## src/sv/ddmp_pkg.sv

```systemverilog
// Shared types and constants for the differential-drive move profile unit.
// No dependencies.
package ddmp_pkg;

	localparam int TGT_W      = 31;  // move_target width
	localparam int DIR_W      = 2;   // move_direction width
	localparam int CFG_W      = 31;  // config write data, widest register
	localparam int SPEED_W    = 16;  // Q2.14 speed
	localparam int XW         = 34;  // scale factor: (2*target)*3, 8, 12 or 16
	localparam int DNW        = 36;  // divisor: 25*target, 125 or 1
	localparam int QW         = 15;  // unsaturated speed magnitude bits
	localparam int SAT_SHIFT  = 6;   // 32768/512
	localparam int FRAC_SHIFT = 9;   // 512 scale of the numerator
	localparam int LOWP       = DNW + SAT_SHIFT;
	localparam int NW         = LOWP + FRAC_SHIFT;

	localparam int WINDOW     = 80;  // 2 * 40 count done window
	localparam int AVOID_SPAN = 100; // 2 * 50 count back-off limit
	localparam int CRUISE_DEN = 125;
	localparam int RAMP_MUL   = 25;
	localparam int K_MOVE     = 200;
	localparam int K_AVOID    = 100;
	localparam int X_ROT      = 8;
	localparam int X_LIN      = 12;
	localparam int X_AVOID    = 16;

	typedef enum logic [1:0] {
		MODE_ROTATE = 2'd0,
		MODE_LINEAR = 2'd1,
		MODE_AVOID  = 2'd2
	} mode_t;

	typedef enum logic [1:0] {
		REG_MODE      = 2'd0,
		REG_TARGET    = 2'd1,
		REG_DIRECTION = 2'd2
	} cfg_reg_t;

endpackage

```

## src/sv/ddmp_fifo.sv

```systemverilog
// Two-entry item queue between the front end and the scale pipeline.
// Depends on ddmp_pkg (imported for house consistency of widths only).
module ddmp_fifo import ddmp_pkg::*; #(
	parameter int WIDTH = 8
) (
	input  logic             clk,
	input  logic             arst_n,
	input  logic             push,
	input  logic [WIDTH-1:0] din,
	input  logic             pop,
	output logic [WIDTH-1:0] dout,
	output logic             not_empty,
	output logic             full
);

	logic [WIDTH-1:0] mem_q [2];
	logic             wr_q, rd_q;
	logic [1:0]       cnt_q;

	assign not_empty = (cnt_q != 2'd0);
	assign full      = (cnt_q == 2'd2);
	assign dout      = mem_q[rd_q];

	always_ff @(posedge clk) begin
		if (push) begin
			mem_q[wr_q] <= din;
		end
	end

	always_ff @(posedge clk or negedge arst_n) begin
		if (!arst_n) begin
			wr_q  <= 1'b0;
			rd_q  <= 1'b0;
			cnt_q <= 2'd0;
		end else begin
			if (push) begin
				wr_q <= ~wr_q;
			end
			if (pop) begin
				rd_q <= ~rd_q;
			end
			cnt_q <= cnt_q + 2'(push) - 2'(pop);
		end
	end

endmodule

```

## config.mk

```make
export PLATFORM = sky130hd
export DESIGN_NAME = ddmp_fifo
export DESIGN_NICKNAME = d
export VERILOG_FILES = /design/src/sv/ddmp_pkg.sv /design/src/sv/ddmp_fifo.sv
export SDC_FILE = /design/constraint.sdc
export NUM_CORES = 1
export LEC_CHECK = 0
export BUFFER_PORTS_ARGS = -buffer_cell sky130_fd_sc_hd__buf_2
export CAP_MARGIN = 20
export CORE_MARGIN = 2
export CORE_UTILIZATION = 43
export CTS_BUF_LIST = sky130_fd_sc_hd__clkbuf_16
export CTS_CLUSTER_SIZE = 10
export DETAILED_ROUTE_END_ITERATION = 6
export PLACE_DENSITY = 0.67
export SLEW_MARGIN = 20
export SYNTH_ARGS = -nofsm -noshare
export SYNTH_HDL_FRONTEND = slang
export SYNTH_SLANG_ARGS = --single-unit
```

## constraint.sdc

```tcl
create_clock -name clk -period 2.6 [get_ports clk]
set_input_delay 0.52 -clock clk [delete_from_list [all_inputs] [get_ports clk]]
set_output_delay 0.52 -clock clk [all_outputs]
set_load 0.05 [all_outputs]
```

== Word level (Yosys, flattened, before mapping) ==
Memories as Yosys holds them, arrays and structs flattened.
Index checks and enable logic that the tools add are counted.
Storage, ports and cells
  flip-flop bits (word level): 4
  RAM bits: 16
  input port bits: 12
  output and inout bits: 10
  logic and storage cells: 12
  memories: 1
Cells by class
  $add $sub $neg: 2
  equality and inequality tests: 1
  multiplexer cells: 2
  bitwise gates (word level): 2
  reduce and logical (&&, ||, !) cells: 1
Memory list
  mem_q: depth 2, bits a word 8, read ports 1, clocked after Yosys merged registers in 0, wr ports 1, line ddmp_fifo.sv:16  | logic [WIDTH-1:0] mem_q [2];
Operator list (number)
  2-bit by 1-bit adder with 2-bit output: 1
  2-bit == test, second input constant: 1
  1-bit two-way mux: 2
  1-bit NOT: 2
  2-bit nonzero test: 1
  2-bit by 1-bit subtractor with 2-bit output: 1

== Logic depth before layout (Yosys ltp) ==
Gate-level depths: netlist (run 1).
  depth in word-level cells: 2
  mapped depth: 5
  depth with buffers taken out: 5

== Worst setup path after synthesis (run 1) ==
No wires, ideal clock.
  kind: register -> output
  start: reg cnt_q[1]
  end: out full
  data arrival time: 1075 ps
  required time: 2080 ps
  slack: 1005 ps
  cell stages (with the launch flop): 2
  buffers on the path: 0
  cell sequence: dfrtp_1 > nor2b_1
On the way
  longest elaborated chain between the ends: 1
RTL lines
  from (decl): line ddmp_fifo.sv:18  | logic [1:0] cnt_q;
  from (signal assigned): line ddmp_fifo.sv:42  | cnt_q <= cnt_q + 2'(push) - 2'(pop);
  2-bit == test: line ddmp_fifo.sv:21  | assign full = (cnt_q == 2'd2);
  to (decl): line ddmp_fifo.sv:13  | output logic full
Every way passes these cells.

== Final worst setup path (run 1) ==
  start: reg rd_q
  end: out dout[1]
On the way
  longest elaborated chain between the ends: 1
RTL lines
  from (decl): line ddmp_fifo.sv:17  | logic wr_q, rd_q;
  from (signal assigned): line ddmp_fifo.sv:40  | rd_q <= ~rd_q;
  memory 2 x 8 bit
  to (decl): line ddmp_fifo.sv:11  | output logic [WIDTH-1:0] dout,
Every way passes these cells.

==> metrics.sh, run 1 <==
GRT_MAX_DEGREE=13
COMB_POWER_SHARE_PCT=36.5
PEAKVDDDROP_V=0.000624
YOSYSWARNINGCOUNT=0
HTREE_NUM_LEVELS=1
POSTCTSSETUPREPAIRBUFS=0
POWER.INTERNAL_mW=0.938
HOLDBUFCOUNTCTS=0
CP.ARRIVAL_NS=1.48
CTSLONGESTPATHBUFFERS=2
PRE_CTS_WS_NS=0.856
CP_DATA_REQUIRED_TIME_NS=2.08
MIN-DELAY-PATH-CLASS='primary input to async pin'
OVERFLOW=0
CRITICAL_PATH.STARTPOINT_TYPE='register'
TIMING_WORST_SLEW_PIN_VALUE_NS=0.743
DRTPASS1ITERATIONS=2
MIN_PERIOD_NS=2.00
FINALNETCOUNT=79
DETAIL_ROUTE.VIAS_PER_CELL=4.54
COUNT_OF_MAX_CAP_CONSTRAINT_VIOLATIONS=0
POST-ROUTE-DRC-COUNT=0
VIA_COUNT=404
TIMING.CRITICAL_PATH.FANOUT_MAX=9
EFFECTIVE_UTILIZATION_AT_FLOORPLAN_PCT=46.5
REG2REG_DEPTH=1
GRT.TOTAL_USAGE_PCT=12.3
FINALSETUPVIOLATIONS=0
SYNTH-EDFF-COUNT=16
MOST_FREQUENT_CELL_AFTER_SYNTHESIS='sky130_fd_sc_hd__edfxtp_1'
DIE-AREA_UM2=2250
NUM_ROWS=15
SYN-NUM-NETS=54
SETUP.WORST_PATH.CLASS='register to primary output'
WL_MM=1.09
FINAL_CRITICAL_PATH_SETUP_SLACK_NS=0.604
CELL_AT_THE_ROOT_OF_THE_CLOCK_TREE='sky130_fd_sc_hd__clkbuf_16'
FLOORPLAN.CORE_AREA_UM2=1750
DRIVE_GT1_SHARE_PCT=53.1
P_CLK_SHARE_PCT=28.5
FILLER_CELL_COUNT=143
CRITICAL_PATH_ENDPOINT_CATEGORY='primary output'
POWER_PER_CELL_AREA_nW_PER_UM2=1390
GRT_PASS1_WL_MM=1.72
SYNTH_LARGEST_TYPE_AREA_FRACTION_PCT=59.3
STATUS='finished, final reports clean'
GLOBALPLACE.CONGESTION=0.624
GRT_SETUP_UNREPAIRED='no'
HOLD_VIOL_FINAL=0
FMAX_MHz=501
CLK_PIN_SLEW_NS=0.05
CELL_AREA_SYNTH_UM2=811
CLK-INSERTION-DELAY-LATE_NS=0.25
YOSYS_REGISTER_BITS=20
SYNTH_AREA_LEADERS='sky130_fd_sc_hd__edfxtp_1 (59%), sky130_fd_sc_hd__mux2_4 (15%), sky130_fd_sc_hd__dfrtp_1 (12%)'
TOP_POST_SYNTHESIS_CELLS_BY_COUNT='sky130_fd_sc_hd__edfxtp_1 (16), sky130_fd_sc_hd__mux2_4 (8), sky130_fd_sc_hd__dfrtp_1 (4)'
TRITONCTS='yes'
DETAILEDROUTE.FIRSTITERATIONVIOLATIONS=3
SYNTH_CELL_TYPES=11
SETUP_TNS_NS=0
POST_ROUTE_SKEW_NS=0.00279
IO_BUFFERS=21
FINAL_MAX_SLEW_VIOLATION_COUNT=0
POWER_LEAKAGE_nW=0.456
MULTI_INPUT_GATE_AREA_UM2=211
FLOORPLAN.DIE.WIDTH_UM=47.4
CTS_RESIZED=0
SHARE_OF_THE_CYCLE_NEEDED_BY_THE_CRITICAL_PATH_AFTER_ROUTING_PCT=76.8
SHARE_OF_FLIP_FLOPS_WITH_AN_ASYNCHRONOUS_SET_OR_RESET_PCT=20.0
WORST_SLEW_MARGIN_REL_PCT=50.4
DRTANTENNAVIOLNETS=0
TRITONCTS_NUM_SINKS=20
SHARE_OF_POWER_BURNED_IN_REGISTERS_PCT=35.0
ROUTE.DETAILED.WL_PER_INST_UM=12.2
SYNTHCELLS=40
ANTENNA_CELLS=0
FRACTION_OF_POWER_SPENT_SWITCHING_NETS_PCT=35.0
POST-SYNTH-TOP-AREA-CELL='sky130_fd_sc_hd__edfxtp_1'
REGISTER_AREA_UM2=581
TOTAL_POWER_mW=1.44
NUM_IO_PINS=22
YOSYS_MOST_USED_DFF='sky130_fd_sc_hd__edfxtp_1'
CTS_INSERTED_BUFFERS=3
SYNTHTOLAYOUTAREAGROWTH_PCT=28.4
NUMBER_OF_GLOBAL_ROUTE_VIAS_BEFORE_REPAIR=381
SYN-MEAN-INSTANCE-AREA_UM2=20.3
P_SWITCHING_mW=0.505
GRT_ANTENNA_BEFORE_REPAIR=0
DIEHEIGHT_UM=47.4
SEQUENTIAL_ELEMENT_SHARE_OF_THE_SYNTHESIZED_AREA_PCT=71.6
==> power by group through the flow <==
stage          registers [mW]  clock network (mW)  logic, mW
6_report                0.505               0.411      0.527
4_1_cts                 0.507               0.420      0.534
2_1_floorplan           0.468                   0      0.492
3_5_place_dp            0.513                   0      0.532
3_3_place_gp            0.507                   0      0.526
5_1_grt                 0.514               0.433      0.559
==> per-layer routing <==
| metal | track usage (%) | vias up | wire, um |
|---|---|---|---|
| met3 | 4.53 | 3 | 74 |
| met1 | 13.5 | 193 | 424 |
| li1 | - | 193 | - |
| met4 | 8.33 | 0 | 28 |
| met5 | 0 | - | 0 |
| met2 | 20.0 | 15 | 562 |
==> flip-flops by register name (all words and copies together), names as in the netlist <==
name and count:
cnt_q 2, wr_q 1, mem_q 16, rd_q 1
==> cell usage in the layout (no fill, tap or decap) <==
master | netlist | layout
sky130_fd_sc_hd__buf_2 | 0 | 21
sky130_fd_sc_hd__edfxtp_1 | 16 | 16
sky130_fd_sc_hd__mux2_4 | 8 | 8
sky130_fd_sc_hd__dfrtp_1 | 4 | 4
sky130_fd_sc_hd__clkbuf_16 | 0 | 3
sky130_fd_sc_hd__inv_1 | 2 | 2
sky130_fd_sc_hd__nor2b_1 | 2 | 2
sky130_fd_sc_hd__xor2_1 | 2 | 2
sky130_fd_sc_hd__ha_1 | 2 | 2
sky130_fd_sc_hd__xor3_1 | 1 | 1
sky130_fd_sc_hd__and2_1 | 1 | 1
sky130_fd_sc_hd__or2_2 | 1 | 1
sky130_fd_sc_hd__bufinv_16 | 0 | 1
==> critical path, cell delays in order, from the launching register on <==
cell	delay, ns
sky130_fd_sc_hd__dfrtp_1	0.67
sky130_fd_sc_hd__mux2_4	0.34
sky130_fd_sc_hd__buf_2	0.21
==> final timing paths <==
check | slack [ns] | endpoint | from
setup reg to reg | 1.24 | mem_q[0][0] | wr_q
hold reg to reg | 0.49 | wr_q | wr_q
min in group clk | 0.46 | mem_q[0][1] | din[1]
setup / recovery | 0.60 | dout[1] | rd_q
max in group asynchronous | 2.41 | cnt_q[0] | arst_n
hold / removal | 0.07 | cnt_q[1] | arst_n
==> per-stage QoR <==
step	utilization, %	instance area, um2	hold slack (ns)	instances
2_1_floorplan	-	811	0.224	40
3_3_place_gp	53.6	936	0.331	85
3_5_place_dp	53.6	936	0.333	85
4_1_cts	59.6	1040	0.0648	89
5_1_grt	59.6	1040	0.0698	89
6_report	59.6	1040	0.0657	89
==> area by class of cell <==
type | count | area share (%)
Clock inverter | 1 | 2.88
Timing Repair Buffer | 21 | 10.1
Multi-Input combinational cell | 17 | 20.3
Clock buffer | 3 | 7.21
Sequential cell | 20 | 55.8
Tap cell | 25 | 3.00
Inverter | 2 | 0.721
==> cells by family after synthesis <==
family	share of synthesized area [%]
xor gates and xnor gates	5.09
adders and majority gates	3.09
buffers and inverters	2.32
DFF	71.6
muxes	14.8
and+or+nand+nor	3.09
Note: power is estimated with default switching activity, not from simulation.
==> run 2: changes to the inputs <==
--- a/config.mk
+++ b/config.mk
@@ -5,6 +5,7 @@
 export SDC_FILE = /design/constraint.sdc
 export NUM_CORES = 1
 export LEC_CHECK = 0
+export ABC_AREA = 1
 export BUFFER_PORTS_ARGS = -buffer_cell sky130_fd_sc_hd__buf_2
 export CAP_MARGIN = 20
 export CORE_MARGIN = 2
@@ -12,7 +13,7 @@
 export CTS_BUF_LIST = sky130_fd_sc_hd__clkbuf_16
 export CTS_CLUSTER_SIZE = 10
 export DETAILED_ROUTE_END_ITERATION = 6
-export PLACE_DENSITY = 0.67
+export PLACE_DENSITY = 0.7
 export SLEW_MARGIN = 20
 export SYNTH_ARGS = -nofsm -noshare
 export SYNTH_HDL_FRONTEND = slang
==> constraint.sdc (replaced) <==
create_clock -name clk -period 1.83 [get_ports clk]
set_input_delay 0.366 -clock clk [delete_from_list [all_inputs] [get_ports clk]]
set_output_delay 0.366 -clock clk [all_outputs]
set_load 0.05 [all_outputs]
==> metrics.sh, run 2 <==
DETAILEDROUTE.FIRSTITERATIONVIOLATIONS=12  # +9
HTREE_NUM_LEVELS=1  # unchanged
POST-ROUTE-DRC-COUNT=0  # unchanged
SETUP.WORST_PATH.CLASS='register to primary output'
COMB_POWER_SHARE_PCT=40.7  # +4.2 points
FINAL_UTIL_PCT=58.6  # -1.1 points
CRITICAL_PATH_ENDPOINT_CATEGORY='primary output'
FLOORPLAN.CORE_AREA_UM2=1760  # +1.1%
MAX_FLOP_REGISTER='mem_q'
WORST_SLEW_MARGIN_REL_PCT=78.9  # +29 points
DETAIL_ROUTE.VIAS_PER_CELL=4.23  # -6.8%
SYNTH_AREA_LEADERS='sky130_fd_sc_hd__edfxtp_1 (58%), sky130_fd_sc_hd__dfrtp_1 (12%), sky130_fd_sc_hd__inv_1 (6.8%)'
FILLER_CELL_COUNT=163  # +14%
YOSYS_REGISTER_BITS=20  # unchanged
COUNT_OF_MAX_CAP_CONSTRAINT_VIOLATIONS=0  # unchanged
HOLD_VIOL_FINAL=0  # unchanged
TIMING_WORST_SLEW_PIN_VALUE_NS=0.316  # -0.427 ns
FINALSETUPVIOLATIONS=0  # unchanged
SYN-MEAN-INSTANCE-AREA_UM2=12.4  # -39%
FIN_WORST_HOLD_SLACK_NS=0.306  # +0.240 ns
GLOBALPLACE.CONGESTION=0.677  # +8.4%
FMAX_MHz=602
NUM_ROWS=15  # unchanged
MIN_PERIOD_NS=1.66
DRTPASS1ITERATIONS=4  # +2
CTSLONGESTPATHBUFFERS=2  # unchanged
CELL_AREA_SYNTH_UM2=831  # +2.5%
POST_ROUTE_SKEW_NS=0.00189  # -0.000905 ns
ANTENNA_CELLS=0  # unchanged
SYNTH_CELL_TYPES=12  # +1
TIMING.CRITICAL_PATH.FANOUT_MAX=17  # +8
DIE-AREA_UM2=2300  # +2.3%
MIN-DELAY-PATH-CLASS='primary input to register'
ROUTE.DETAILED.WL_PER_INST_UM=9.63  # -21%
CRITICAL_PATH.STARTPOINT_TYPE='register'
SYN-NUM-NETS=81  # +50%
SYNTHTOLAYOUTAREAGROWTH_PCT=24.4
SHARE_OF_POWER_BURNED_IN_REGISTERS_PCT=36.9  # +1.9 points
CELL_AT_THE_ROOT_OF_THE_CLOCK_TREE='sky130_fd_sc_hd__clkbuf_16'
FINAL_MAX_SLEW_VIOLATION_COUNT=0  # unchanged
VIA_COUNT=495  # +23%
CLK_PIN_SLEW_NS=0.05  # about the same
CTS_INSERTED_BUFFERS=3  # unchanged
NUMBER_OF_FLIP_FLOPS_IN_THE_LARGEST_REGISTER=16  # unchanged
CP.ARRIVAL_NS=1.30  # -0.18 ns
LAYOUT.CELLS.MOST_COMMON='sky130_fd_sc_hd__buf_2'
POST-DP-HPWL_UM=823
CRIT_CHAIN='o21ai_0 -> buf_2'
GRT_ANTENNA_BEFORE_REPAIR=0  # unchanged
DRIVE_GT1_SHARE_PCT=31.5  # -22 points
TRITONCTS_NUM_SINKS=20  # unchanged
SEQUENTIAL_ELEMENT_SHARE_OF_THE_SYNTHESIZED_AREA_PCT=69.9  # -1.7 points
WORST_HOLD_PATH.NUM_CELLS=1
POSTCTSSETUPREPAIRBUFS=0  # unchanged
P_CLK_SHARE_PCT=22.4  # -6.1 points
WHS_ENDPOINT='mem_q[0][3]'
DRTANTENNAVIOLNETS=0  # unchanged
PEAKVDDDROP_V=0.00102  # +64%
SYNTH-EDFF-COUNT=16  # unchanged
STATUS='finished, final reports clean'
LARGESTREGISTERS='mem_q: 16 flops, cnt_q: 2 flops'
GRT_MAX_DEGREE=18  # +5
SYNTHCELLS=67  # +68%
YOSYS_MOST_USED_DFF='sky130_fd_sc_hd__edfxtp_1'
REG_TO_REG_END='cnt_q[1]'
SHARE_OF_THE_CYCLE_NEEDED_BY_THE_CRITICAL_PATH_AFTER_ROUTING_PCT=90.8
IO_BUFFERS=21  # unchanged
REG2REG_DEPTH=7  # +6
POWER_PER_CELL_AREA_nW_PER_UM2=1860  # +34%
OVERFLOW=0  # unchanged
FINALNETCOUNT=107  # +35%
RRSETUPSLACK_NS=0.70  # -0.54 ns
GRT.TOTAL_USAGE_PCT=11.6  # -0.79 points
GRT_SETUP_UNREPAIRED='no'
TIMING.CRITICAL_PATH.MAX_DELAY_FAMILY='flip-flops'
SETUP_TNS_NS=0  # unchanged
MOSTFREQUENTLAYOUTCELLS='sky130_fd_sc_hd__buf_2 (21), sky130_fd_sc_hd__edfxtp_1 (16), sky130_fd_sc_hd__inv_1 (15), sky130_fd_sc_hd__nand2_1 (15), sky130_fd_sc_hd__o21ai_0 (5)'
DIEHEIGHT_UM=48.0  # +1.1%
POST-SYNTH-TOP-AREA-CELL='sky130_fd_sc_hd__edfxtp_1'
EFFECTIVE_UTILIZATION_AT_FLOORPLAN_PCT=47.1  # +0.64 points
TOP_POST_SYNTHESIS_CELLS_BY_COUNT='sky130_fd_sc_hd__edfxtp_1 (16), sky130_fd_sc_hd__inv_1 (15), sky130_fd_sc_hd__nand2_1 (15)'
WORSTREG2REGSTART='cnt_q[0]'
TOTAL_POWER_mW=1.92  # +33%
NUMBER_OF_GLOBAL_ROUTE_VIAS_BEFORE_REPAIR=434  # +14%
MOST_FREQUENT_CELL_AFTER_SYNTHESIS='sky130_fd_sc_hd__edfxtp_1'
YOSYSWARNINGCOUNT=0  # unchanged
CRITPATHSLOWESTCELL='sky130_fd_sc_hd__dfrtp_2'
SHARE_OF_FLIP_FLOPS_WITH_AN_ASYNCHRONOUS_SET_OR_RESET_PCT=20.0  # unchanged
FRACTION_OF_POWER_SPENT_SWITCHING_NETS_PCT=43.0  # +8.0 points
POWER_LEAKAGE_nW=0.488  # +7.0%
P_SWITCHING_mW=0.827  # +64%
CP_DATA_REQUIRED_TIME_NS=1.46  # -0.62 ns
CRIT_PATH_MAX_INCR_DELAY_NS=0.51  # -0.16 ns
SYNTH_LARGEST_TYPE_AREA_FRACTION_PCT=57.8  # -1.4 points
FLOORPLAN.DIE.WIDTH_UM=48.0  # +1.1%
POWER.INTERNAL_mW=1.10  # +17%
CLK-INSERTION-DELAY-LATE_NS=0.25  # about the same
WL_MM=1.13  # +3.5%
GRT_PASS1_WL_MM=1.74  # +1.2%
MIN-DELAY-START='din[3]'
NUM_IO_PINS=22  # unchanged
CRITICAL_PATH.N_BUFFERS_INVERTERS=1  # unchanged
TRITONCTS='yes'
-- run 2: area by class of cell --
cell class	instances	area, um2	area share [%]
timing repair buffer	23	123	11.9
clock inverter	1	3.75	0.363
sequential	20	582	56.3
inverter	15	56.3	5.45
multi-input combinational	30	163	15.7
clock buffer	3	75.1	7.26
tap	25	31.3	3.03
-- run 2: power groups by stage --
stage / logic [mW] / clock network, mW / registers [mW]
floorplan: 0.731 / 0 / 0.660
global placement: 0.771 / 0 / 0.712
detailed placement: 0.787 / 0 / 0.716
CTS: 0.793 / 0.438 / 0.709
global route: 0.839 / 0.462 / 0.727
finish: 0.784 / 0.431 / 0.709
-- run 2: cells by family after synthesis --
group                    Yosys count  share of synthesized area, %
buffers and inverters             17                          10.5
XOR/XNOR                           2                          2.11
AO/OA/AOI/OAI                      8                          6.17
adder cells (fa/ha/maj)            2                          3.01
flip-flops                        20                          69.9
AND/OR/NAND/NOR                   18                          8.28
-- run 2: how the worst max path moves through the flow --
| stage | depth (start not counted) | end | from |
|---|---|---|---|
| detailed placement | 3 | dout[0] | rd_q |
| global route | 3 | dout[2] | rd_q |
| global placement | 3 | dout[0] | rd_q |
| CTS | 3 | dout[0] | rd_q |
| floorplan | 2 | dout[0] | rd_q |
| finish | 2 | dout[0] | rd_q |
-- run 2: routing by layer --
metal  GRT usage (%)  vias to the layer above  share of wire [%]
li1                -                      266                  -
met1            13.8                      216                 43
met2            18.7                       11                 53
met3            3.40                        2                4.0
met4            6.49                        0               0.35
met5               0                        -                  0
-- run 2: worst reg2reg max path: stages, from the launching register on --
cell and delay, ns:
sky130_fd_sc_hd__dfrtp_1 0.37, sky130_fd_sc_hd__inv_1 0.07, sky130_fd_sc_hd__ha_1 0.22, sky130_fd_sc_hd__inv_1 0.06, sky130_fd_sc_hd__ha_1 0.16, sky130_fd_sc_hd__inv_1 0.04, sky130_fd_sc_hd__nand2_1 0.05, sky130_fd_sc_hd__nand2_1 0.05
-- run 2: what timing repair did --
action                                  in CTS  in global routing
hold buffers                                 1                  0
endpoints found under the hold margin        4                  0
resized for setup                            0                  1
endpoints found under the setup margin       0                  8
-- run 2: metrics by stage --
stage               std cells  setup WS [ns]  cell area (um2)
floorplan                  67         -0.127              831
global placement          112          0.340              943
detailed placement        112          0.304              943
CTS                       117         0.0215             1030
global route              117         0.0831             1030
finish                    117          0.169             1030
