$ cat src/sv/ddmp_pkg.sv
// Shared types and constants for the differential-drive move profile unit.
// No dependencies.
package ddmp_pkg;

	localparam int TGT_W      = 31;  // move_target width
	localparam int DIR_W      = 2;   // move_direction width
	localparam int CFG_W      = 31;  // config write data, widest register
	localparam int SPEED_W    = 16;  // Q2.14 speed
	localparam int XW         = 34;  // scale factor: (2*target)*3, 8, 12 or 16
	localparam int DNW        = 36;  // divisor: 25*target, 125 or 1
	localparam int QW         = 15;  // unsaturated speed magnitude bits
	localparam int SAT_SHIFT  = 6;   // 32768/512
	localparam int FRAC_SHIFT = 9;   // 512 scale of the numerator
	localparam int LOWP       = DNW + SAT_SHIFT;
	localparam int NW         = LOWP + FRAC_SHIFT;

	localparam int WINDOW     = 80;  // 2 * 40 count done window
	localparam int AVOID_SPAN = 100; // 2 * 50 count back-off limit
	localparam int CRUISE_DEN = 125;
	localparam int RAMP_MUL   = 25;
	localparam int K_MOVE     = 200;
	localparam int K_AVOID    = 100;
	localparam int X_ROT      = 8;
	localparam int X_LIN      = 12;
	localparam int X_AVOID    = 16;

	typedef enum logic [1:0] {
		MODE_ROTATE = 2'd0,
		MODE_LINEAR = 2'd1,
		MODE_AVOID  = 2'd2
	} mode_t;

	typedef enum logic [1:0] {
		REG_MODE      = 2'd0,
		REG_TARGET    = 2'd1,
		REG_DIRECTION = 2'd2
	} cfg_reg_t;

endpackage

$ cat src/sv/ddmp_front.sv
// Front end: classifies an encoder sample by mode and builds the scale operands.
// Depends on ddmp_pkg.
module ddmp_front import ddmp_pkg::*; #(
	parameter int COUNT_WIDTH = 32
) (
	input  logic                   clk,
	input  logic                   arst_n,
	input  logic                   start,
	input  logic [COUNT_WIDTH-1:0] left_count,
	input  logic [COUNT_WIDTH-1:0] right_count,
	input  logic [1:0]             mode,
	input  logic [TGT_W-1:0]       target,
	input  logic [DIR_W-1:0]       direction,
	output logic                   valid_s2,
	output logic                   done_s2,
	output logic [XW-1:0]          x_s2,
	output logic [DNW-1:0]         den_s2,
	output logic [COUNT_WIDTH+2:0] mbl_s2,
	output logic [COUNT_WIDTH+2:0] mbr_s2,
	output logic                   negl_s2,
	output logic                   negr_s2
);

	localparam int CW = COUNT_WIDTH;
	localparam int SW = CW + 1;
	localparam int BW = CW + 3;
	localparam int EW = ((CW + 1 > 32) ? CW + 1 : 32) + 2;
	localparam int RW = ((CW + 1 > TGT_W) ? CW + 1 : TGT_W) + 3;

	logic signed [SW-1:0] sum, dif, span;
	logic signed [BW-1:0] sum_b, dif_b, dir_b, k, bl, br;
	logic [SW-1:0]        s;

	logic                 valid_s1;
	mode_t                mode_s1;
	logic [SW-1:0]        s_s1;
	logic signed [BW-1:0] bl_s1, br_s1;

	assign sum   = $signed({left_count[CW-1], left_count})
		+ $signed({right_count[CW-1], right_count});
	assign dif   = $signed({right_count[CW-1], right_count})
		- $signed({left_count[CW-1], left_count});
	assign sum_b = BW'(sum);
	assign dif_b = BW'(dif);
	assign dir_b = BW'($signed(direction));
	assign k     = (mode_t'(mode) == MODE_AVOID) ? dir_b * BW'(K_AVOID) : dir_b * BW'(K_MOVE);
	assign span  = (mode_t'(mode) == MODE_ROTATE) ? sum : dif;
	assign s     = span[SW-1] ? SW'(-span) : SW'(span);

	always_comb begin
		unique case (mode_t'(mode))
			MODE_ROTATE: begin
				bl = k + dif_b;
				br = k - dif_b;
			end
			MODE_LINEAR: begin
				bl = -k - sum_b;
				br = k - sum_b;
			end
			MODE_AVOID: begin
				bl = k - sum_b;
				br = -k - sum_b;
			end
			default: begin
				bl = '0;
				br = '0;
			end
		endcase
	end

	always_ff @(posedge clk or negedge arst_n) begin
		if (!arst_n) begin
			valid_s1 <= 1'b0;
		end else begin
			valid_s1 <= start;
		end
	end

	always_ff @(posedge clk) begin
		mode_s1 <= mode_t'(mode);
		s_s1    <= s;
		bl_s1   <= bl;
		br_s1   <= br;
	end

	// second stage: window, ramp test and operand select
	logic signed [EW-1:0] e, win_p, win_n;
	logic [RW-1:0]        s5, t6;
	logic [31:0]          a;
	logic [XW-1:0]        xr;
	logic [DNW-1:0]       den25;
	logic                 near, ramp, rot;
	logic                 done_c;
	logic [XW-1:0]        x_c;
	logic [DNW-1:0]       den_c;

	assign e     = $signed({{(EW-TGT_W-1){1'b0}}, target, 1'b0}) - $signed({{(EW-SW){1'b0}}, s_s1});
	assign win_p = EW'(WINDOW);
	assign win_n = -win_p;
	assign near  = (e <= win_p) && (e >= win_n);
	assign s5    = (RW'(s_s1) << 2) + RW'(s_s1);
	assign t6    = (RW'(target) << 2) + (RW'(target) << 1);
	assign ramp  = s5 >= t6;
	assign rot   = (mode_s1 == MODE_ROTATE);
	assign a     = e[EW-1] ? 32'd0 : e[31:0];
	assign xr    = XW'({a, 1'b0}) + (rot ? XW'(0) : XW'(a));
	assign den25 = DNW'(target) * DNW'(RAMP_MUL);

	always_comb begin
		done_c = 1'b1;
		x_c    = '0;
		den_c  = DNW'(1);
		unique case (mode_s1) inside
			MODE_ROTATE, MODE_LINEAR: begin
				if (!near) begin
					done_c = 1'b0;
					if (ramp) begin
						if (target != '0) begin
							x_c   = xr;
							den_c = den25;
						end
					end else begin
						x_c   = rot ? XW'(X_ROT) : XW'(X_LIN);
						den_c = DNW'(CRUISE_DEN);
					end
				end
			end
			MODE_AVOID: begin
				if (s_s1 > SW'(AVOID_SPAN)) begin
					done_c = 1'b0;
					x_c    = XW'(X_AVOID);
					den_c  = DNW'(CRUISE_DEN);
				end
			end
			default: begin
				done_c = 1'b1;
			end
		endcase
	end

	always_ff @(posedge clk or negedge arst_n) begin
		if (!arst_n) begin
			valid_s2 <= 1'b0;
		end else begin
			valid_s2 <= valid_s1;
		end
	end

	always_ff @(posedge clk) begin
		done_s2 <= done_c;
		x_s2    <= x_c;
		den_s2  <= den_c;
		mbl_s2  <= bl_s1[BW-1] ? BW'(-bl_s1) : BW'(bl_s1);
		mbr_s2  <= br_s1[BW-1] ? BW'(-br_s1) : BW'(br_s1);
		negl_s2 <= bl_s1[BW-1];
		negr_s2 <= br_s1[BW-1];
	end

endmodule

$ cat config.mk
export PLATFORM = sky130hd
export DESIGN_NAME = ddmp_front
export DESIGN_NICKNAME = d
export VERILOG_FILES = /design/src/sv/ddmp_pkg.sv /design/src/sv/ddmp_front.sv
export SDC_FILE = /design/constraint.sdc
export NUM_CORES = 1
export LEC_CHECK = 0
export ABC_CLOCK_PERIOD_IN_PS = 6100
export BUFFER_PORTS_ARGS = -buffer_cell sky130_fd_sc_hd__buf_2
export CAP_MARGIN = 20
export CORE_ASPECT_RATIO = 1.1
export CORE_MARGIN = 1
export CORE_UTILIZATION = 39
export CTS_CLUSTER_DIAMETER = 80
export CTS_CLUSTER_SIZE = 10
export DETAILED_ROUTE_END_ITERATION = 8
export SLEW_MARGIN = 20
export SYNTH_ARGS = -nofsm -noshare
export SYNTH_HDL_FRONTEND = slang
export SYNTH_SLANG_ARGS = --single-unit
$ cat constraint.sdc
create_clock -name clk -period 6.1 [get_ports clk]
set_input_delay 0.915 -clock clk [delete_from_list [all_inputs] [get_ports clk]]
set_output_delay 0.915 -clock clk [all_outputs]
set_load 0.02 [all_outputs]
* Word level (Yosys, flattened, before mapping) *
Index checks and enable logic that the tools add are counted.

storage, ports and cells
  bits in registers = 250
  output and inout port bits = 144
  word-level logic and storage cells = 69

operators by class
  add/sub/neg operators = 14
  $mul = 3
  $lt $le $gt $ge = 4
  equality and inequality tests = 4
  multiplexer cells = 23
  reductions and logical operators = 5

operators by type and width
  cell                                                                                count
  35-bit one-hot mux with 3 select lines                                              2
  34-bit 2-to-1 mux                                                                   5
  36-bit 2-to-1 mux                                                                   3
  35-bit negation                                                                     3
  35-bit by 33-bit subtractor with 35-bit output                                      3
  32-bit 2-to-1 mux                                                                   3
  36-bit one-hot mux with 2 select lines                                              1
  33-bit by 32-bit adder with 34-bit output                                           2
  34-bit one-hot mux with 2 select lines                                              1
  35-bit by 33-bit adder with 36-bit output                                           1
  36-bit by 34-bit >= comparator with 1-bit output                                    1
  31-bit by 5-bit multiplier with 36-bit output (second input constant)               1
  35-bit by 33-bit adder with 35-bit output                                           1
  35-bit 2-to-1 mux                                                                   1
  34-bit by 8-bit >= comparator with 1-bit output (second input constant)             1
  34-bit by 8-bit less-or-equal comparator with 1-bit output (second input constant)  1
  32-bit by 33-bit subtractor with 34-bit output                                      1
  32-bit by 32-bit adder with 33-bit output                                           1
  33-bit by 7-bit > comparator with 1-bit output (second input constant)              1
  33-bit 2-to-1 mux                                                                   1
  33-bit negation                                                                     1
  32-bit by 32-bit subtractor with 33-bit output                                      1
  31-bit nonzero test                                                                 1
  2-bit by 6-bit multiplier with 8-bit output (second input constant)                 2
  other kinds (10)                                                                    14

* Longest topological paths before layout *
Gate-level depths: netlist of run 1.

  depth after elaboration = 8
  depth in mapped cells = 27

* Worst setup path before layout of run 1 *
OpenSTA, ideal clock, no wires.

  kind = input-to-reg
  start = in target[5]
  end = reg x_s2[30]
  arrival time = 6.430 ns
  required time = 6.005 ns
  slack = -0.426 ns
  stages = 25
  path buffers = 3
  cells stage by stage = ha_1 -> clkbuf_1 -> a21o_1 -> nor3b_1 -> o211ai_1 -> a311o_1 -> o21ai_0 -> a21boi_1 -> or2_2 -> clkbuf_1 -> clkbuf_1 -> nor2_1 -> ha_1 -> a21o_1 -> a21oi_1 -> o211ai_1 -> a311oi_1 -> o22ai_1 -> a2111oi_0 -> nor3_1 -> a211o_1 -> a21o_1 -> o21bai_1 -> nand2_1 -> a221oi_1

between the ends
  word-level cells in the longest chain between the ends = 8

ends and longest elaborated chain
  element                                         line               text
  from (decl)                                     ddmp_front.sv:12   input logic [TGT_W-1:0] target,
  32-bit by 33-bit subtractor with 34-bit output  ddmp_front.sv:97   assign e = $signed({{(EW-TGT_W-1){1'b0}}, target, 1'b0}) - $signed({{(EW-SW){1'b0}}, s_s1});
  32-bit 2-to-1 mux                               ddmp_front.sv:105  assign a = e[EW-1] ? 32'd0 : e[31:0];
  32-bit 2-to-1 mux                               ddmp_front.sv:106  assign xr = XW'({a, 1'b0}) + (rot ? XW'(0) : XW'(a));
  33-bit by 32-bit adder with 34-bit output       ddmp_front.sv:106
  34-bit 2-to-1 mux                               ddmp_front.sv:118  if (target != '0) begin
  34-bit 2-to-1 mux                               ddmp_front.sv:117  if (ramp) begin
  34-bit 2-to-1 mux *                             ddmp_front.sv:115  if (!near) begin
  34-bit one-hot mux with 2 select lines *        ddmp_front.sv:113  unique case (mode_s1) inside
  via x_c[30]                                     ddmp_front.sv:94   logic [XW-1:0] x_c;
  to (signal assigned)                            ddmp_front.sv:151  x_s2 <= x_c;
  to (decl)                                       ddmp_front.sv:16   output logic [XW-1:0] x_s2,

The timed path passes the listed nets; every way through them passes the cells marked *.
A chain may end at the register's enable or synchronous reset.

* Final worst setup path of run 1 *
  start = in target[1]
  end = reg x_s2[25]

The elaborated chain is that of the path after synthesis.

==> key figures, run 1 <==
Run status
  • Outcome: completed

Drt
  • DR vias/cell: 5.38
  • DR iter-0 viols: 1898
  • Vias: 30.2k
  • Final WL: 100 mm
  • # DRC: 0
  • DRT Pass-1 Iters: 5
  • Antenna viol nets, final: 0
  • Per-cell routed wire length: ~18 um

Clocking
  • CTS buffer count: 34
  • Worst skew pair latency: 0.57 ns
  • Clock Path Buffers: 3
  • CTS sink cnt: 248
  • H-tree depth: 2
  • Post-CTS Hold Buffers: 0
  • Root Driver: clkbuf_16
  • CTS tree: done
  • Clock Pin Slew Worst Setup and Hold Paths: approximately 0.06 ns

GRT
  • Tot GR Track Use: roughly a quarter
  • GRT overflow: 0
  • Vias in the first global route: 28.7k
  • Initial antenna violation count: 9
  • Largest net degree at the start of global routing: 58
  • First-pass GRT wire length: 153 mm

Synthesis
  • Top FF cell, synth: dfxtp_1
  • Complex-gate fraction of the synthesized area: 24.5%
  • Xor/xnor cell area share of the yosys netlist: 11.5%
  • Post-synth EDFFs: 0
  • Syn_area_per_cell: 7.71 sq um
  • Flops & latches, synth: 248
  • Post-Syn Area: 30600 sq um
  • Yosys warnings: 0
  • Largest family of logic cells by synthesized area: compound AO/OA/AOI/OAI gates
  • Mux share of post-synthesis cell area: less than 1%
  • Post-Synthesis Cells: 3966
  • Async SR Flop Fraction: less than 1%
  • Sequential element share of the synthesized area: between 15 and 20%
  • Synth unique cells: 100
  • Synth Area in Adders: 23.2%
  • Simple-gate area share of the yosys netlist: around 18%
  • Syn Nets: 4598

Die
  • Core ar.: just under 80000 sq um
  • Die X: around 270 um
  • Initial Utilization: 39.4%
  • Die area: about 80000 sq um
  • Num rows: between 100 and 150
  • Ports: about 250
  • Die height: 296 um

Timing
  • Setup violations, final: 0
  • Final critical-path share of the clock period: a little over nine tenths
  • Max Freq: 172 MHz
  • Final hold viol count: 0
  • Setup TNS: 0 ns
  • Worst-margin pin slew: 0.786 ns
  • Pins Over Slew Limit: 0
  • RSZ-0062 raised after global routing: yes
  • Slew HR: around 47%
  • Final Skew: 0.0141 ns
  • Tmin final: 5.82 ns
  • Min Hold Slack: 0.119 ns
  • Fin worst setup slack: 0.278 ns

Finish
  • Most frequent cells in the layout: ha_1, buf_4, inv_1, nor2_1, a21oi_1
  • Most common cell after layout, fill and taps aside: ha_1
  • Post-Layout Inst Area: approximately 37000 sq um
  • P&R area growth vs syn: 21.4%
  • Filler instances: 7815
  • Area of the multi-input gates: 23700 sq um
  • Layout cells sized above 1: between 10% and 20%
  • Nets: roughly 5.2k
  • Sequential cell area: 4980 sq um
  • Layout Utilization: between 40% and 50%
  • Fin cells: between 5k and 6k

Placed design
  • Count of input and output buffers: 245
  • Setup WS pre-CTS: -0.414 ns
  • Post-Place Cells: 5555
  • Placer congestion estimate: ~1
  • Detail Placement HPWL: approximately 85 mm
  • Dpl cell area: 35900 sq um

Power
  • Leak pwr: 17.9 nW
  • Peak VDD IR: between 0.2 and 0.25 mV
  • PwrDens: roughly 430 nW/um^2
  • Power Total: roughly 16 mW

Critical path
  • Launch point of the worst reg-to-reg path: s_s1[16]
  • R2R Setup Slk: around 0.46 ns
  • Crit path max-delay family: compound AO/OA/AOI/OAI gates
  • Reg2reg end: x_s2[30]
  • Crit path top cell by count: o21ai_0
  • Max FO, Critical Path: 31
  • Critical Path End Type: register
  • CP max stage cell: fa_1
  • Crit path kind: in -> reg
  • Startpoint types: primary input
  • Critical path's largest stage delay: 0.36 ns
  • Worst EP required: 6.56 ns
  • Crit path buffers/inverters: 4
  • Register-to-Register Path Depth: 25
  • Crit path DAT: 6.28 ns

Run
  • Max-Cap Viols: 0

Min path
  • HP Class: in -> async
## cells by family after synthesis
| group | Yosys count |
|---|---|
| buf+inv | 519 |
| flops | 248 |
| simple gates | 1098 |
| mux | 14 |
| xor+xnor | 402 |
| compound gates | 1155 |
| fa+ha+maj | 530 |
## routing by layer
metal / vias up / part of all wire, % / track usage, %
met2: 774 / 49 / 44.4
met4: 2 / 4.5 / 10.5
met1: 14100 / 41 / 29.3
met3: 176 / 5.1 / 2.33
met5: - / 0.018 / 0
li1: 15200 / - / -
## repair_timing
item | 4_1_cts | 5_1_grt
endpoints found under the setup margin | 0 | 75
resized for setup | 0 | 19
setup buffers | 0 | 3
## registers in the layout (all words and copies together), names as in the netlist, 2 cells and up
| name | count |
|---|---|
| den_s2 | 36 |
| br_s1 | 35 |
| mbl_s2 | 35 |
| bl_s1 | 34 |
| mbr_s2 | 34 |
| x_s2 | 34 |
| s_s1 | 33 |
| mode_s1 | 2 |
## synthesized netlist by cell type (40+ instances only)
master	instances	area, sq um
a21o_1	123	923
inv_1	394	1480
a21oi_1	335	1680
nor2_1	356	1340
xnor2_1	310	2720
a31oi_1	40	250
o21ai_0	212	1060
o31ai_1	51	383
nand2b_1	60	375
dfxtp_1	246	4920
ha_1	469	5870
nor2b_1	42	263
clkbuf_1	102	383
nor3_1	71	355
fa_1	61	1220
o21bai_1	55	413
nand3_1	56	280
nand2_1	252	946
xor2_1	92	806
## worst max path at each step
stage                    start  slack [ns]  cells after the start         end
finish               target[1]        0.28                     27    x_s2[25]
floorplan           target[14]        0.03                     24    x_s2[30]
global placement     target[3]       -0.37                     27    x_s2[28]
detailed placement   target[3]       -0.41                     27    x_s2[25]
global route         target[1]       -0.05                     27    x_s2[31]
CTS                  target[3]        0.13                     27  den_s2[18]
## final cells by class
cell class,instances,area share [%]
antenna,5,0.0337
clock buffer,37,2.35
clock inverter,10,0.492
inverter,398,4.03
multi-input combinational,3199,64.0
sequential,248,13.4
tap,1035,3.49
timing repair buffer,678,12.2
## where the power goes
group          switching, mW  total (mW)  leakage [nW]  internal, mW
Sequential             0.436        2.70          2.08          2.26
Combinational           6.46        11.4          15.3          4.92
Clock                  0.760        1.92         0.510          1.16
Note: power is estimated with default switching activity, not from simulation.
==> run 2, diff against run 1 <==
Settings changed: ABC_AREA set to 1.
==> key figures, run 2 <==
GRT
  • First-pass GRT wire length: 218 mm (was 153 mm)
  • Largest net degree at the start of global routing: 70 (was 58)
  • Tot GR Track Use: 30.1% (was 24.5%)
  • Vias in the first global route: 37.5k (was 28.7k)
  • Initial antenna violation count: 5 (was 9)
  • GRT overflow: 0 (unchanged)

Placed design
  • Detail Placement HPWL: 127 mm (was 84.8 mm)
  • Count of input and output buffers: 245 (unchanged)
  • Placer congestion estimate: 1.05 (was 0.976)

Critical path
  • Launch point of the worst reg-to-reg path: s_s1[18] (was s_s1[16])
  • CP max stage cell: dfxtp_1 (was fa_1)
  • Critical Path End Type: register (unchanged)
  • Crit path kind: reg -> reg (was in -> reg)
  • Register-to-Register Path Depth: 28 (was 25)
  • Worst EP required: 6.58 ns (was 6.56 ns)
  • Crit path DAT: 5.69 ns (was 6.28 ns)
  • Crit path top cell by count: nor2_1 (was o21ai_0)
  • Max FO, Critical Path: 22 (was 31)
  • Reg2reg end: x_s2[20] (was x_s2[30])
  • Critical path's largest stage delay: 0.52 ns (was 0.36 ns)
  • Startpoint types: register (was primary input)
  • R2R Setup Slk: 0.88 ns (was 0.46 ns)

Synthesis
  • Post-synth top cells: nand2_1, inv_1, nor2_1 (was ha_1, inv_1, nor2_1)
  • Synth unique cells: 62 (was 100)
  • Top-area cell type share of the netlist area: 16.3% (was 19.2%)
  • Flops & latches, synth: 248 (unchanged)
  • Top FF cell, synth: dfxtp_1 (unchanged)
  • Post-Synthesis Cells: 6056 (was 3966)
  • Syn_area_per_cell: 5.99 sq um (was 7.71 sq um)
  • Post-Syn Area: 36300 sq um (was 30600 sq um)
  • Area leader, netlist: nand2_1 (was ha_1)
  • Post-synth EDFFs: 0 (unchanged)
  • Async SR Flop Fraction: 0.806% (unchanged)
  • Largest cells by area after synthesis: nand2_1, ha_1, dfxtp_1 (was ha_1, dfxtp_1, xnor2_1)
  • Yosys warnings: 0 (unchanged)
  • Syn Nets: 6688 (was 4598)
  • Sequential element share of the synthesized area: 13.7% (was 16.3%)
  • Most frequent cell after synthesis: nand2_1 (was ha_1)

Drt
  • Final WL: 145 mm (was 100 mm)
  • DR vias/cell: 5.25 (was 5.38)
  • Vias: 39.3k (was 30.2k)
  • DRT Pass-1 Iters: 6 (was 5)
  • Antenna viol nets, final: 0 (unchanged)
  • Per-cell routed wire length: 19.4 um (was 17.8 um)
  • # DRC: 0 (unchanged)
  • DR iter-0 viols: 2924 (was 1898)

Power
  • PwrDens: 414 nW/um^2 (was 431 nW/um^2)
  • Pint: 7.03 mW (was 8.34 mW)
  • Net Sw Power: 9.34 mW (was 7.66 mW)
  • Flop pwr share: 17.1% (was 16.9%)
  • Power Total: 16.4 mW (was 16.0 mW)
  • Clock power share: 9.9% (was 12.0%)
  • Gate power share: 73.1% (was 71.1%)
  • Sw frac: 57.1% (was 47.9%)
  • Peak VDD IR: 0.375 mV (was 0.243 mV)
  • Leak pwr: 21.6 nW (was 17.9 nW)

Finish
  • Filler instances: 10.1k (was 7815)
  • Most frequent cells in the layout: nand2_1, inv_1, nor2_1, ha_1, a21oi_1 (was ha_1, buf_4, inv_1, nor2_1, a21oi_1)
  • Area of the multi-input gates: 26700 sq um (was 23700 sq um)
  • Sequential cell area: 4980 sq um (about the same)
  • Largest regs: den_s2: 36 flops, br_s1: 35 flops, mbl_s2: 35 flops (unchanged)
  • Most common cell after layout, fill and taps aside: nand2_1 (was ha_1)
  • Nets: 6869 (was 5191)
  • Max reg flops: 36 (unchanged)
  • P&R area growth vs syn: 9.07% (was 21.4%)
  • Layout cells sized above 1: 7.08% (was 17.7%)
  • Top reg by flops: den_s2 (unchanged)

Die
  • Initial Utilization: 39.6% (was 39.4%)
  • Die area: 94200 sq um (was 79500 sq um)
  • Ports: 246 (unchanged)
  • Core ar.: 91600 sq um (was 77500 sq um)
  • Num rows: 116 (was 107)
  • Die X: 293 um (was 269 um)
  • Die height: 322 um (was 296 um)

Clocking
  • Root Driver: clkbuf_16 (unchanged)
  • CTS sink cnt: 248 (unchanged)
  • Post-CTS Hold Buffers: 0 (unchanged)
  • Postcts setup bufs: 0 (unchanged)
  • Clock Path Buffers: 3 (unchanged)
  • H-tree depth: 1 (was 2)
  • CTS tree: done (unchanged)
  • CTS buffer count: 31 (was 34)
  • PostCTS Resize Cnt: 0 (unchanged)
  • Worst skew pair latency: 0.62 ns (was 0.57 ns)
  • Clock Pin Slew Worst Setup and Hold Paths: 0.05 ns (was 0.06 ns)

Run
  • Max-Cap Viols: 0 (unchanged)

Timing
  • RSZ-0062 raised after global routing: no (was yes)
  • Tmin final: 5.22 ns (was 5.82 ns)
  • Final critical-path share of the clock period: 85.5% (was 95.4%)
  • Worst-margin pin slew: 1.16 ns (was 0.786 ns)
  • Final Skew: 0.0270 ns (was 0.0141 ns)
  • Setup violations, final: 0 (unchanged)
  • Max Freq: 192 MHz (was 172 MHz)
  • Pins Over Slew Limit: 0 (unchanged)
  • Slew HR: 22.5% (was 47.0%)
  • Setup TNS: 0 ns (unchanged)
  • Final hold viol count: 0 (unchanged)

Min path
  • HP Class: in -> async (unchanged)

Run status
  • Outcome: completed (unchanged)
-- run 2: kinds of logic after synthesis --
kind of cell | count (synthesis) | synth area share [%]
buf+inv | 1188 | 12.7
compound gates | 867 | 13.6
flops | 248 | 13.7
fa+ha+maj | 530 | 19.5
simple gates | 2969 | 34.2
xor+xnor | 254 | 6.17
-- run 2: power by group through the flow --
stage	logic, mW	clock network (mW)	registers [mW]
after floorplan	7.67	0	3.16
after global placement	11.8	0	2.83
after detailed placement	11.8	0	2.82
after CTS	11.9	1.66	2.79
after global routing	13.2	1.72	2.85
final	12.0	1.62	2.80
-- run 2: cell type report --
cell class	count	area share, %
Clock inverter	6	0.149
Timing Repair Buffer	279	3.78
Sequential cell	248	12.6
Antenna cell	4	0.0253
Multi-Input combinational cell	4620	67.5
Tap cell	1239	3.92
Clock buffer	32	2.00
Inverter	1057	10.0
-- run 2: layer usage --
metal	global-route usage [%]	part of all wire [%]
met5	0	0.0090
met4	20.4	7.7
met3	2.84	5.3
met2	52.2	47
met1	35.1	40
-- run 2: critical path, delay by kind of cell, from the launching register on --
kind / cells / cell delay, ns
adders and majority gates: 2 / 0.76
xor gates and xnor gates: 1 / 0.32
DFF: 1 / 0.52
buffers and inverters: 6 / 0.75
AOI/OAI and AO/OA: 5 / 1.17
and+or+nand+nor: 14 / 1.54
-- run 2: through the flow --
step	util, %	hold slack [ns]	instance area, sq um	setup WS, ns	instances
floorplan	-	0.329	36300	1.44	6056
global placement	42.3	0.335	38700	0.330	7443
detailed placement	42.3	0.339	38700	0.404	7443
CTS	43.2	0.0550	39600	0.888	7481
global route	43.2	0.0649	39600	0.388	7481
finish	43.2	0.0907	39600	0.885	7485
-- run 2: worst max path at each step --
| stage | startpoint | to | slack [ns] | cells after the start |
|---|---|---|---|---|
| 2_1_floorplan | target[17] | x_s2[23] | 1.44 | 26 |
| 3_3_place_gp | target[23] | x_s2[20] | 0.33 | 26 |
| 3_5_place_dp | target[23] | x_s2[20] | 0.40 | 26 |
| 4_1_cts | s_s1[13] | x_s2[27] | 0.89 | 30 |
| 5_1_grt | s_s1[18] | x_s2[20] | 0.39 | 28 |
| 6_report | s_s1[18] | x_s2[20] | 0.88 | 28 |
